[src/hw/rtl/mt64_pkg.sv]
// Shared constants, types and functions of the MT19937-64 generator.
package mt64_pkg;

   // Table geometry
   localparam int unsigned TABLE_WORDS = 312;
   localparam int unsigned MID_OFFSET  = 156;
   localparam int unsigned IDX_W       = $clog2(TABLE_WORDS);
   localparam int unsigned WORD_W      = 64;
   localparam int unsigned COUNT_W     = 7;

   // Recurrence and tempering constants
   localparam logic [63:0] TWIST_XOR  = 64'hB502_6F5A_A966_19E9;
   localparam logic [63:0] TEMPER_D   = 64'h5555_5555_5555_5555;
   localparam logic [63:0] TEMPER_B   = 64'h71D6_7FFF_EDA6_0000;
   localparam logic [63:0] TEMPER_C   = 64'hFFF7_EEE0_0000_0000;
   localparam logic [63:0] INIT_MULT  = 64'd6364136223846793005;
   localparam logic [63:0] LOW_MASK   = 64'h0000_0000_7FFF_FFFF;
   localparam logic [63:0] HIGH_MASK  = 64'hFFFF_FFFF_8000_0000;
   localparam logic [63:0] RESET_SEED = 64'd5489;
   localparam int unsigned TEMPER_U   = 29;
   localparam int unsigned TEMPER_S   = 17;
   localparam int unsigned TEMPER_T   = 37;
   localparam int unsigned TEMPER_L   = 43;

   // Partial-product step of the seeding multiply
   typedef enum logic [1:0] {
      MUL_LO,
      MUL_HI_A,
      MUL_HI_B
   } mul_phase_type;

   // Commands from the controller to the datapath
   typedef struct packed {
      logic              seed_write;
      logic              mul_en;
      mul_phase_type     mul_phase;
      logic              req_take;
      logic              read_pair;
      logic              read_mid;
      logic              twist_write;
      logic              out_load;
      logic [IDX_W-1:0]  idx;
   } cmd_type;

   // Status from the datapath to the controller
   typedef struct packed {
      logic out_free;
   } status_type;

   // Temper one table word
   function automatic logic [63:0] temper(input logic [63:0] w);
      logic [63:0] y;
      y = w;
      y = y ^ ((y >> TEMPER_U) & TEMPER_D);
      y = y ^ ((y << TEMPER_S) & TEMPER_B);
      y = y ^ ((y << TEMPER_T) & TEMPER_C);
      y = y ^ (y >> TEMPER_L);
      return y;
   endfunction

   // Keep the top n bits, right-aligned; zero bits gives zero, 64 and up gives all
   function automatic logic [63:0] take_bits(input logic [63:0] y,
                                             input logic [COUNT_W-1:0] n);
      logic [COUNT_W-1:0] amt;
      amt = COUNT_W'(7'd64) - n;
      if (n == '0) begin
         return '0;
      end else if (n[COUNT_W-1]) begin
         return y;
      end else begin
         return y >> amt[5:0];
      end
   endfunction

endpackage

[src/hw/rtl/mt64_ctrl.sv]
// Sequencer for seeding the table and for serving one item at a time.
module mt64_ctrl (
   input  logic                    clock,
   input  logic                    reset,
   input  logic                    csr_write_enable,
   input  logic                    req_valid,
   output logic                    req_stall,
   input  mt64_pkg::status_type    status,
   output mt64_pkg::cmd_type       cmd
);

   typedef enum logic [3:0] {
      S_SEED,
      S_MUL_LO,
      S_MUL_HA,
      S_MUL_HB,
      S_IDLE,
      S_READ_PAIR,
      S_READ_MID,
      S_TWIST,
      S_DELIVER
   } state_type;

   state_type                     state_ff, state_in;
   logic [mt64_pkg::IDX_W-1:0]    idx_ff, idx_in;
   logic                          idx_last;

   assign idx_last  = (idx_ff == mt64_pkg::IDX_W'(mt64_pkg::TABLE_WORDS - 1));
   assign req_stall = (state_ff != S_IDLE);

   // Decode state into datapath commands and next state
   always_comb begin
      cmd           = '0;
      cmd.mul_phase = mt64_pkg::MUL_LO;
      cmd.idx       = idx_ff;
      state_in      = state_ff;
      idx_in        = idx_ff;
      unique case (state_ff)
         S_SEED: begin
            cmd.seed_write = 1'b1;
            idx_in         = mt64_pkg::IDX_W'(1);
            state_in       = S_MUL_LO;
         end
         S_MUL_LO: begin
            cmd.mul_en    = 1'b1;
            cmd.mul_phase = mt64_pkg::MUL_LO;
            state_in      = S_MUL_HA;
         end
         S_MUL_HA: begin
            cmd.mul_en    = 1'b1;
            cmd.mul_phase = mt64_pkg::MUL_HI_A;
            state_in      = S_MUL_HB;
         end
         S_MUL_HB: begin
            cmd.mul_en    = 1'b1;
            cmd.mul_phase = mt64_pkg::MUL_HI_B;
            if (idx_last) begin
               idx_in   = '0;
               state_in = S_IDLE;
            end else begin
               idx_in   = idx_ff + mt64_pkg::IDX_W'(1);
               state_in = S_MUL_LO;
            end
         end
         S_IDLE: begin
            if (req_valid) begin
               cmd.req_take = 1'b1;
               state_in     = S_READ_PAIR;
            end
         end
         S_READ_PAIR: begin
            cmd.read_pair = 1'b1;
            state_in      = S_READ_MID;
         end
         S_READ_MID: begin
            cmd.read_mid = 1'b1;
            state_in     = S_TWIST;
         end
         S_TWIST: begin
            cmd.twist_write = 1'b1;
            state_in        = S_DELIVER;
         end
         S_DELIVER: begin
            // Hold until the output register can take the item
            if (status.out_free) begin
               cmd.out_load = 1'b1;
               idx_in       = idx_last ? '0 : idx_ff + mt64_pkg::IDX_W'(1);
               state_in     = S_IDLE;
            end
         end
         default: begin
            state_in = S_SEED;
         end
      endcase
      // Seed write restarts the fill
      if (csr_write_enable) begin
         state_in = S_SEED;
         idx_in   = '0;
      end
   end

   // Hold state and table index
   always_ff @(posedge clock) begin
      if (reset) begin
         state_ff <= S_SEED;
         idx_ff   <= '0;
      end else begin
         state_ff <= state_in;
         idx_ff   <= idx_in;
      end
   end

endmodule

[config.mk]
export PLATFORM = sky130hd
export DESIGN_NAME = mt64_ctrl
export DESIGN_NICKNAME = d
export VERILOG_FILES = /design/src/hw/rtl/mt64_pkg.sv /design/src/hw/rtl/mt64_ctrl.sv
export SDC_FILE = /design/constraint.sdc
export NUM_CORES = 1
export LEC_CHECK = 0
export ABC_AREA = 1
export BUFFER_PORTS_ARGS = -buffer_cell sky130_fd_sc_hd__buf_2
export CAP_MARGIN = 20
export CORE_UTILIZATION = 50
export DETAILED_ROUTE_END_ITERATION = 6
export PLACE_DENSITY = 0.73
export SYNTH_ARGS = -nofsm -noshare
export SYNTH_HDL_FRONTEND = slang
export SYNTH_SLANG_ARGS = --single-unit
[constraint.sdc]
create_clock -name clock -period 1.3 [get_ports clock]
set_input_delay 0.26 -clock clock [delete_from_list [all_inputs] [get_ports clock]]
set_output_delay 0.26 -clock clock [all_outputs]
set_load 0.02 [all_outputs]
==> results of run 1 <==
[what timing repair did]
| action | in CTS | in global routing |
|---|---|---|
| hold buffers | 0 | 0 |
| endpoints found under the setup margin | 17 | 22 |
| gates cloned | 0 | 0 |
| setup buffers | 7 | 8 |
| endpoints found under the hold margin | 0 | 0 |
| resized for setup | 46 | 33 |
| pin swaps | 6 | 13 |
[Yosys cell counts, drive strengths merged]
library cell  count
dfxtp            13
clkinv            1
nand2            39
o21ai             6
nand4             2
ha                1
xor2              1
inv              22
nand3            17
nor4              1
nor3              6
nor2             25
a21oi             5
[per-stage QoR]
| step | setup WS [ns] | TNS, ns | cell area, sq um |
|---|---|---|---|
| after floorplan | -0.00279 | -0.00558 | 887 |
| after global placement | 0.0154 | 0 | 1050 |
| after detailed placement | -0.0267 | -0.0267 | 1050 |
| after CTS | -0.137 | -1.08 | 1290 |
| after global routing | -0.305 | -4.01 | 1470 |
| final | -0.258 | -3.02 | 1470 |
[cells in the final DEF (no fill, tap or decap), drive strengths merged]
master,n
buf,42
nand2,39
nor2,25
inv,22
nand3,17
dfxtp,13
nor3,6
o21ai,6
a21oi,5
clkbuf,4
nand4,2
clkinv,1
nor4,1
xor2,1
ha,1
[flip-flops by register name, summed over array words and instances, names as in the netlist]
name,flops
idx_ff,9
state_ff,4
[routing by layer]
metal / global-route usage / vias to the layer above / share of wire
met2: 0.516 / 143 / 0.46
met4: 0.152 / 0 / 0.096
met5: 0 / - / 0
met1: 0.424 / 564 / 0.32
li1: - / 531 / -
met3: 0.0625 / 58 / 0.12
[power by group through the flow]
| stage | sequential [mW] | clock, mW | combinational, mW |
|---|---|---|---|
| 5_1_grt | 0.409 | 0.290 | 0.208 |
| 3_3_place_gp | 0.421 | 0 | 0.103 |
| 4_1_cts | 0.407 | 0.270 | 0.150 |
| 6_report | 0.409 | 0.280 | 0.199 |
| 2_1_floorplan | 0.423 | 0 | 0.0683 |
| 3_5_place_dp | 0.421 | 0 | 0.106 |
[critical path: stages, from the launching register on]
cell     delay (ns)
dfxtp_4        0.39
nor2_4         0.18
buf_12         0.14
buf_6          0.12
nand2_2        0.07
nand2_4        0.13
nand2_8        0.09
o21ai_1        0.15
inv_1          0.09
nor2_1         0.13
[area by class of cell]
| type | instances | area (sq um) | area share |
|---|---|---|---|
| multi-input combinational | 103 | 707 | 0.481 |
| timing repair buffer | 42 | 339 | 0.231 |
| sequential | 13 | 277 | 0.188 |
| inverter | 23 | 101 | 0.0689 |
| clock buffer | 4 | 26.3 | 0.0179 |
| tap | 16 | 20.0 | 0.0136 |
[how the worst max path moves through the flow]
stage	from	end	slack, ns	cells after the start
global placement	state_ff[0]	idx_ff[3]	0.02	6
global route	state_ff[0]	idx_ff[3]	-0.31	8
floorplan	state_ff[1]	cmd[11]	-0.003	2
detailed placement	state_ff[0]	idx_ff[2]	-0.03	5
finish	state_ff[0]	idx_ff[3]	-0.26	9
CTS	state_ff[0]	cmd[13]	-0.14	6
[cell families after synthesis]
family                   after synthesis
flip-flops                            13
buffers and inverters                 23
AND/OR/NAND/NOR                       90
adder cells (fa/ha/maj)                1
AO/OA/AOI/OAI                         11
XOR/XNOR                               1
==> impl_metrics.tcl, run 1 <==
set metrics [dict create \
    status "complete, but fails checks" \
    final_max_slew_viol_count 0 \
    fin_crit_sh 1.20 \
    synthesis.area_sq_um 877 \
    dp.cells 182 \
    rr_endpoint "idx_ff[3]" \
    finalPower_uw 888 \
    cts_buffers 3 \
    max_freq_mhz 642 \
    fin_cells 201 \
    num_rows 14 \
    synth_compound_area_frac 0.0670 \
    reg2regPathDepth 9 \
    critPathArrivalTime_ns 1.78 \
    pwr_density_cell_nw_per_um2 604 \
    holdWs_ns 0.316 \
    drc 1 \
    startpoint_type "flip-flop" \
    detail-route-antenna-nets 0 \
    setup_ws_ns -0.258 \
    drt_iter0_markers 138 \
    hold_end "state_ff[2]" \
    violations "DRC, setup timing" \
    hpwl_mm 1.68 \
    rrSetupSlack_ns -0.26 \
    path_clk_slew_ns 0.09 \
    clkPwrFrac 0.315 \
    first_global_vias 983 \
    n_antenna_cell 0 \
    ys_ff_latch 13 \
    start_util 0.556 \
    die_area_sq_um 1930 \
    io_pins 24 \
    cp_data_required_time_ns 1.53 \
    fin_skew_ns 0.00174 \
    grt_first_pass_wirelength_mm 4.57 \
    core-area_sq_um 1580 \
    muxShareOfSynthArea 0 \
    synth_largest_area_cell "dfxtp_1" \
    synth_fa_ha_area_frac 0.0143 \
    cts-root-buf "clkbuf_4" \
    clk_latency_ns 0.29 \
    avgRoutedWirePerCell_um 20.4 \
    num-fill-cells 52 \
    cts_tree "done" \
    slew_headroom 0.764 \
    numPortBuffers 23 \
    worst_pin_slew_ns 0.350 \
    ys_top_cells_by_area "dfxtp_1 (30%), nand2_1 (12%), nor2_1 (9.8%)" \
    rr_startpoint "state_ff[0]" \
    worstHoldStart "req_valid" \
    gp_routability_congestion 0.836 \
    cp-end-kind "flip-flop" \
    internal-power_uw 602 \
    overflow 0 \
    die_h_um 43.9 \
    drv_cap 0 \
    cts.sinks 13 \
    clockBufferDepth 2 \
    synth-simple-area-share 0.512 \
    nNetsFinal 192 \
    routed_wl_mm 4.11 \
    synth_top_family_by_area "simple AND/OR/NAND/NOR gates" \
    finalCriticalPeriod_ns 1.56 \
    vias 1296 \
    grtUsageTotal 0.325 \
    worstSetupPathType "flip-flop to flip-flop" \
    p_leak_nw 0.639 \
    synth_seq_area_share 0.297 \
    power_switching_uw 286 \
    dr.pass1.iters 7 \
    yosysUniqueCellTypes 20 \
    grt_max_degree 10 \
    comb_power_share 0.224 \
    peakVddDrop_v 0.000707 \
    setup_viol 21 \
    htreeDepth 1 \
    synthXorXnorAreaFrac 0.00999 \
    areaGrowthSynthToFinish_pct 67.6 \
    p_seq_frac 0.461 \
    synth_nets 145 \
    synth_top_area_frac 0.297 \
    hold_viol 0 \
    switching_share 0.322 \
    ys_warn_count 0 \
    die_w_um 43.9 \
    antenna_found_initial 0 \
    avgSynthCellArea_sq_um 6.31 \
    grt_setup_unrepaired "true" \
    fin_util 0.933 \
    drive_gt1_frac 0.535 \
    hold_depth 4 \
    syn-instance-count 139 \
    crit_path_max_fanout 6 \
    via_per_inst 6.45 \
    hp-class "primary input to flip-flop" \
]
No activity file was read; power rests on OpenSTA's default activity.
==> inputs of run 2 (changes only) <==
==> constraint.sdc (replaced) <==
create_clock -name clock -period 1.3 [get_ports clock]
set_input_delay 0.13 -clock clock [delete_from_list [all_inputs] [get_ports clock]]
set_output_delay 0.13 -clock clock [all_outputs]
set_load 0.02 [all_outputs]
==> run 2 against run 1 <==
  * The run still ends with DRC, setup timing left
  * Clock skew is 0.0081 ns higher
  * Via count decreased by 17%
  * Fmax rose by 11%
  * Critical path depth fell by 1
  * Worst setup slack improved by 0.16 ns
  * Clock-buffer cell count stayed put
  * Cell count shrank 5.0%
  * Combinational power down 25%
  * Sequential power hardly changed
  * Die area did not move
  * Cell area is 10% lower
  * Sequential share of layout area is 2.2 points higher
  * Critical path type unchanged
  * Critical endpoint is now idx_ff[4]
  * Largest cell class unchanged
  * Highest routed layer unchanged
==> impl_metrics.tcl, run 2 (synthesized netlist as in run 1, its figures left out) <==
set metrics [dict create \
    status "complete, but fails checks" \
    violations "DRC, setup timing" \
    reg_top3 "idx_ff: 9 flops, state_ff: 4 flops" \
    die_h_um 43.9 \
    die_area_sq_um 1930 \
    htreeDepth 1 \
    antenna_found_initial 0 \
    timing.critical_path.mode_cell "nand2_4" \
    areaGrowthSynthToFinish_pct 50.5 \
    cp-end-kind "flip-flop" \
    worstHoldStart "reset" \
    final_area_sq_um 1320 \
    finalCriticalPeriod_ns 1.40 \
    hold_depth 4 \
    detail-route-antenna-nets 0 \
    hpwl_mm 1.71 \
    path_cells "buf_4 > nand2_4 > clkinv_2 > o21ai_2 > nand2_4 > nand2_4 > nand3_1 > nor2_1" \
    nNetsFinal 182 \
    seqCellArea_sq_um 278 \
    core-area_sq_um 1580 \
    holdBufCountCts 0 \
    reg2regPathDepth 8 \
    drive_gt1_frac 0.491 \
    grt_max_degree 10 \
    pwr_density_cell_nw_per_um2 616 \
    dr.pass1.iters 7 \
    cp-startpoint "state_ff[0]" \
    path_buf_inv 2 \
    cts.sinks 13 \
    cts_tree "done" \
    via_per_inst 5.64 \
    rr_endpoint "idx_ff[4]" \
    grtUsageTotal 0.274 \
    n_antenna_cell 0 \
    grt_first_pass_wirelength_mm 3.81 \
    clockBufferDepth 2 \
    setup_viol 14 \
    rr_startpoint "state_ff[0]" \
    p_leak_nw 0.564 \
    final_max_slew_viol_count 0 \
    numPortBuffers 23 \
    dp.cells 180 \
    num_rows 14 \
    setup_ws_ns -0.101 \
    final_cell_mix "nand2_1 (24), nor2_1 (18), inv_1 (14), nand3_1 (14), buf_2 (14)" \
    io_pins 24 \
    cts_buffers 3 \
    max_freq_mhz 714 \
    num-fill-cells 104 \
    path_clk_slew_ns 0.09 \
    startpoint_type "flip-flop" \
    peakVddDrop_v 0.000551 \
    multiInputGateArea_sq_um 671 \
    crit_path_max_incr_delay_ns 0.37 \
    vias 1078 \
    fin_cells 191 \
    cts-root-buf "clkbuf_4" \
    crit_family "simple AND/OR/NAND/NOR gates" \
    grt_setup_unrepaired "true" \
    cp_slowest_cell "dfxtp_4" \
    largest_register_ffs 9 \
    placed_cell_area_sq_um 1030 \
    finalPower_uw 813 \
    layout_commonest_cell "nand2_1" \
    critPathArrivalTime_ns 1.61 \
    rrSetupSlack_ns -0.10 \
    fin_crit_sh 1.08 \
    avgRoutedWirePerCell_um 14.9 \
    drv_cap 0 \
    overflow 0 \
    gp_routability_congestion 0.846 \
    slew_headroom 0.765 \
    worstSetupPathType "flip-flop to flip-flop" \
    dp_slack_ns -0.0364 \
    drt_iter0_markers 69 \
    start_util 0.556 \
    routed_wl_mm 2.85 \
    cp_data_required_time_ns 1.51 \
    hold_viol 0 \
    hold_end "state_ff[2]" \
    top_register "idx_ff" \
    first_global_vias 861 \
    clk_latency_ns 0.28 \
    hp-class "primary input to flip-flop" \
    drc 1 \
    crit_path_max_fanout 9 \
    die_w_um 43.9 \
    worst_pin_slew_ns 0.349 \
    fin_skew_ns 0.00983 \
]
[run 2: cell count changes in the layout (fill, tap and decap cells not counted), sizes merged]
cell / before / now
buf: 42 / 32
[run 2: how the worst max path moves through the flow]
| stage | end | slack [ns] | cells after the start |
|---|---|---|---|
| floorplan | state_ff[2] | 0.002 | 6 |
| global placement | idx_ff[3] | 0.004 | 8 |
| detailed placement | idx_ff[3] | -0.04 | 8 |
| CTS | cmd[13] | -0.12 | 7 |
| global route | idx_ff[4] | -0.14 | 8 |
| finish | idx_ff[4] | -0.10 | 8 |
[run 2: area by class of cell]
type,instances,area share
inverters,23,0.0739
clock buffers,4,0.0199
multi-input cells,103,0.508
flip-flops and latches,13,0.210
well taps,16,0.0152
repair buffers,32,0.173
[run 2: per-stage QoR]
step	hold WS (ns)	setup TNS, ns	util
2_1_floorplan	0.334	0	-
3_3_place_gp	0.465	0	0.653
3_5_place_dp	0.474	-0.106	0.653
4_1_cts	0.162	-0.424	0.737
5_1_grt	0.263	-1.51	0.837
6_report	0.234	-0.641	0.837
[run 2: tightest hold or removal path, cell delays in order]
cell and delay [ns]:
buf_2 0.07, nor2_1 0.04, inv_1 0.20, a21oi_2 0.04
[run 2: per-layer routing]
layer	vias to the layer above	share of wire	global-route usage
li1	511	-	-
met1	491	0.41	0.365
met2	64	0.48	0.445
met3	12	0.083	0.0250
met4	0	0.027	0.133
met5	-	0	0
[run 2: report_power, final]
part	internal, mW	switching [mW]	leakage (nW)
Sequential	0.398	0.00894	0.109
Combinational	0.0570	0.0916	0.440
Clock	0.119	0.139	0.0150
[run 2: repair_timing]
action / in CTS / in global routing
endpoints found under the setup margin: 18 / 21
resized for setup: 27 / 41
buffers inserted: 5 / 2
pin swaps: 4 / 13
==> inputs of run 3 (changes only) <==
--- a/config.mk
+++ b/config.mk
@@ -10,6 +10,7 @@
 export CAP_MARGIN = 20
 export CORE_UTILIZATION = 50
 export DETAILED_ROUTE_END_ITERATION = 6
+export GPL_TIMING_DRIVEN = 0
 export PLACE_DENSITY = 0.73
 export SYNTH_ARGS = -nofsm -noshare
 export SYNTH_HDL_FRONTEND = slang
==> run 3 against run 2 <==
  * The flow finishes with violations (setup timing)
  * Global-route usage down 1.9 points
  * Clock power grew 3%
  * Flip-flop and latch count unchanged
  * Core utilization shrank 4.5 points
  * Combinational power shrank 10%
  * Clock-buffer cell count fell by 1
  * First-iteration DRC count fell by 25%
  * Critical path type is now flip-flop to output pin
  * Critical endpoint is now cmd[13]
  * Largest cell class unchanged
  * Largest power group unchanged
  * Highest routed layer unchanged
==> impl_metrics.tcl, run 3 (synthesized netlist as in run 1, its figures left out) <==
set metrics [dict create \
    setup_ws_ns -0.0730 \
    hold_viol 0 \
    vias 1029 \
    slew_headroom 0.673 \
    cts-root-buf "clkbuf_4" \
    layout_commonest_cell "nand2_1" \
    num-fill-cells 118 \
    drive_gt1_frac 0.434 \
    fin_crit_sh 1.06 \
    rrSetupSlack_ns 0.02 \
    overflow 0 \
    via_per_inst 5.44 \
    htreeDepth 1 \
    grtUsageTotal 0.255 \
    grt_max_degree 10 \
    power_switching_uw 245 \
    num_rows 14 \
    switching_share 0.304 \
    die_area_sq_um 1930 \
    top_register "idx_ff" \
    clk_latency_ns 0.29 \
    startpoint_type "flip-flop" \
    hpwl_mm 1.55 \
    n_antenna_cell 0 \
    multiInputGateArea_sq_um 629 \
    final_area_sq_um 1250 \
    cp-startpoint "state_ff[1]" \
    routed_wl_mm 2.54 \
    violations "setup timing" \
    first_global_vias 815 \
    pwr_density_cell_nw_per_um2 645 \
    final_cell_mix "nand2_1 (26), nor2_1 (19), buf_2 (17)" \
    finalPower_uw 805 \
    placed_cell_area_sq_um 1010 \
    max_freq_mhz 728 \
    fin_skew_ns 0.00296 \
    seqCellArea_sq_um 283 \
    grt_first_pass_wirelength_mm 3.60 \
    cts_tree "done" \
    dr.pass1.iters 6 \
    areaGrowthSynthToFinish_pct 42.4 \
    status "complete, but fails checks" \
    grt_setup_unrepaired "true" \
    final_max_slew_viol_count 0 \
    detail-route-antenna-nets 0 \
    p_leak_nw 0.559 \
    clockBufferDepth 2 \
    drt_iter0_markers 52 \
    gp_routability_congestion 0.818 \
    avgRoutedWirePerCell_um 13.4 \
    clkPwrFrac 0.329 \
    critPathArrivalTime_ns 1.24 \
    setup_viol 3 \
    nNetsFinal 180 \
    start_util 0.556 \
    hp-class "primary input to flip-flop" \
    antenna_found_initial 0 \
    peakVddDrop_v 0.000532 \
    worstSetupPathType "flip-flop to output pin" \
    internal-power_uw 561 \
    io_pins 24 \
    core-area_sq_um 1580 \
    die_w_um 43.9 \
    worst_pin_slew_ns 0.488 \
    die_h_um 43.9 \
    rr_endpoint "idx_ff[3]" \
    cp-end-kind "output pin" \
    crit_path_max_fanout 4 \
    drc 0 \
    finalCriticalPeriod_ns 1.37 \
    path_clk_slew_ns 0.08 \
    numPortBuffers 23 \
    reg2regPathDepth 7 \
    rr_startpoint "state_ff[1]" \
    comb_power_share 0.166 \
    cts_buffers 3 \
    endpoint "cmd[13]" \
    p_seq_frac 0.505 \
    cts.sinks 13 \
    drv_cap 0 \
    largest_register_ffs 9 \
    cp_data_required_time_ns 1.17 \
    reg_top3 "idx_ff: 9 flops, state_ff: 4 flops" \
]
run 3: per-stage QoR:
step	worst slack [ns]	TNS, ns	utilization	std cells	hold slack [ns]
4_1_cts	-0.0458	-0.0458	0.725	186	0.119
3_5_place_dp	-0.0172	-0.0440	0.644	178	0.439
3_3_place_gp	-0.00493	-0.00493	0.644	178	0.434
6_report	-0.0730	-0.145	0.792	189	0.153
2_1_floorplan	0.00182	0	-	139	0.334
5_1_grt	-0.106	-0.815	0.792	189	0.192
run 3: worst max-delay path: stages, from the launching register on:
cell	delay [ns]
dfxtp_4	0.38
inv_4	0.08
nand2_2	0.09
nor2_4	0.10
inv_2	0.04
nor2_1	0.11
buf_4	0.15
run 3: timing repair:
item                                    4_1_cts  5_1_grt
hold buffers                                  0        0
buffers inserted                              4        3
hold endpoints to repair                      0        0
resized for setup                            26       24
endpoints found under the setup margin       18       19
pin swaps                                     3        6
run 3: power by group through the flow:
stage | clock network (mW) | registers, mW | logic (mW)
after floorplan | 0 | 0.423 | 0.0677
after global placement | 0 | 0.422 | 0.0961
after detailed placement | 0 | 0.422 | 0.0978
after CTS | 0.271 | 0.407 | 0.112
after global routing | 0.292 | 0.407 | 0.142
final | 0.265 | 0.407 | 0.134
run 3: how the worst min path moves through the flow:
| stage | startpoint | to | slack [ns] | cells past startpoint |
|---|---|---|---|---|
| 2_1_floorplan | req_valid | state_ff[2] | 0.33 | 3 |
| 3_3_place_gp | req_valid | state_ff[2] | 0.43 | 4 |
| 3_5_place_dp | req_valid | state_ff[2] | 0.44 | 4 |
| 4_1_cts | req_valid | state_ff[2] | 0.12 | 4 |
| 5_1_grt | req_valid | state_ff[2] | 0.19 | 4 |
| 6_report | req_valid | state_ff[2] | 0.15 | 4 |
run 3: layout make-up:
| cell class | instances | area share |
|---|---|---|
| clock inverters | 1 | 0.00401 |
| clock buffers | 3 | 0.0180 |
| multi-input cells | 103 | 0.504 |
| well taps | 16 | 0.0160 |
| flip-flops and latches | 13 | 0.226 |
| inverters | 23 | 0.0762 |
| repair buffers | 30 | 0.155 |
run 3: metal layers:
metal | GRT usage | part of all wire | wire length, um
met5 | 0 | 0 | 0
met4 | 0.0727 | 0.0055 | 14
met3 | 0.0792 | 0.062 | 158
met2 | 0.406 | 0.51 | 1300
met1 | 0.333 | 0.42 | 1060
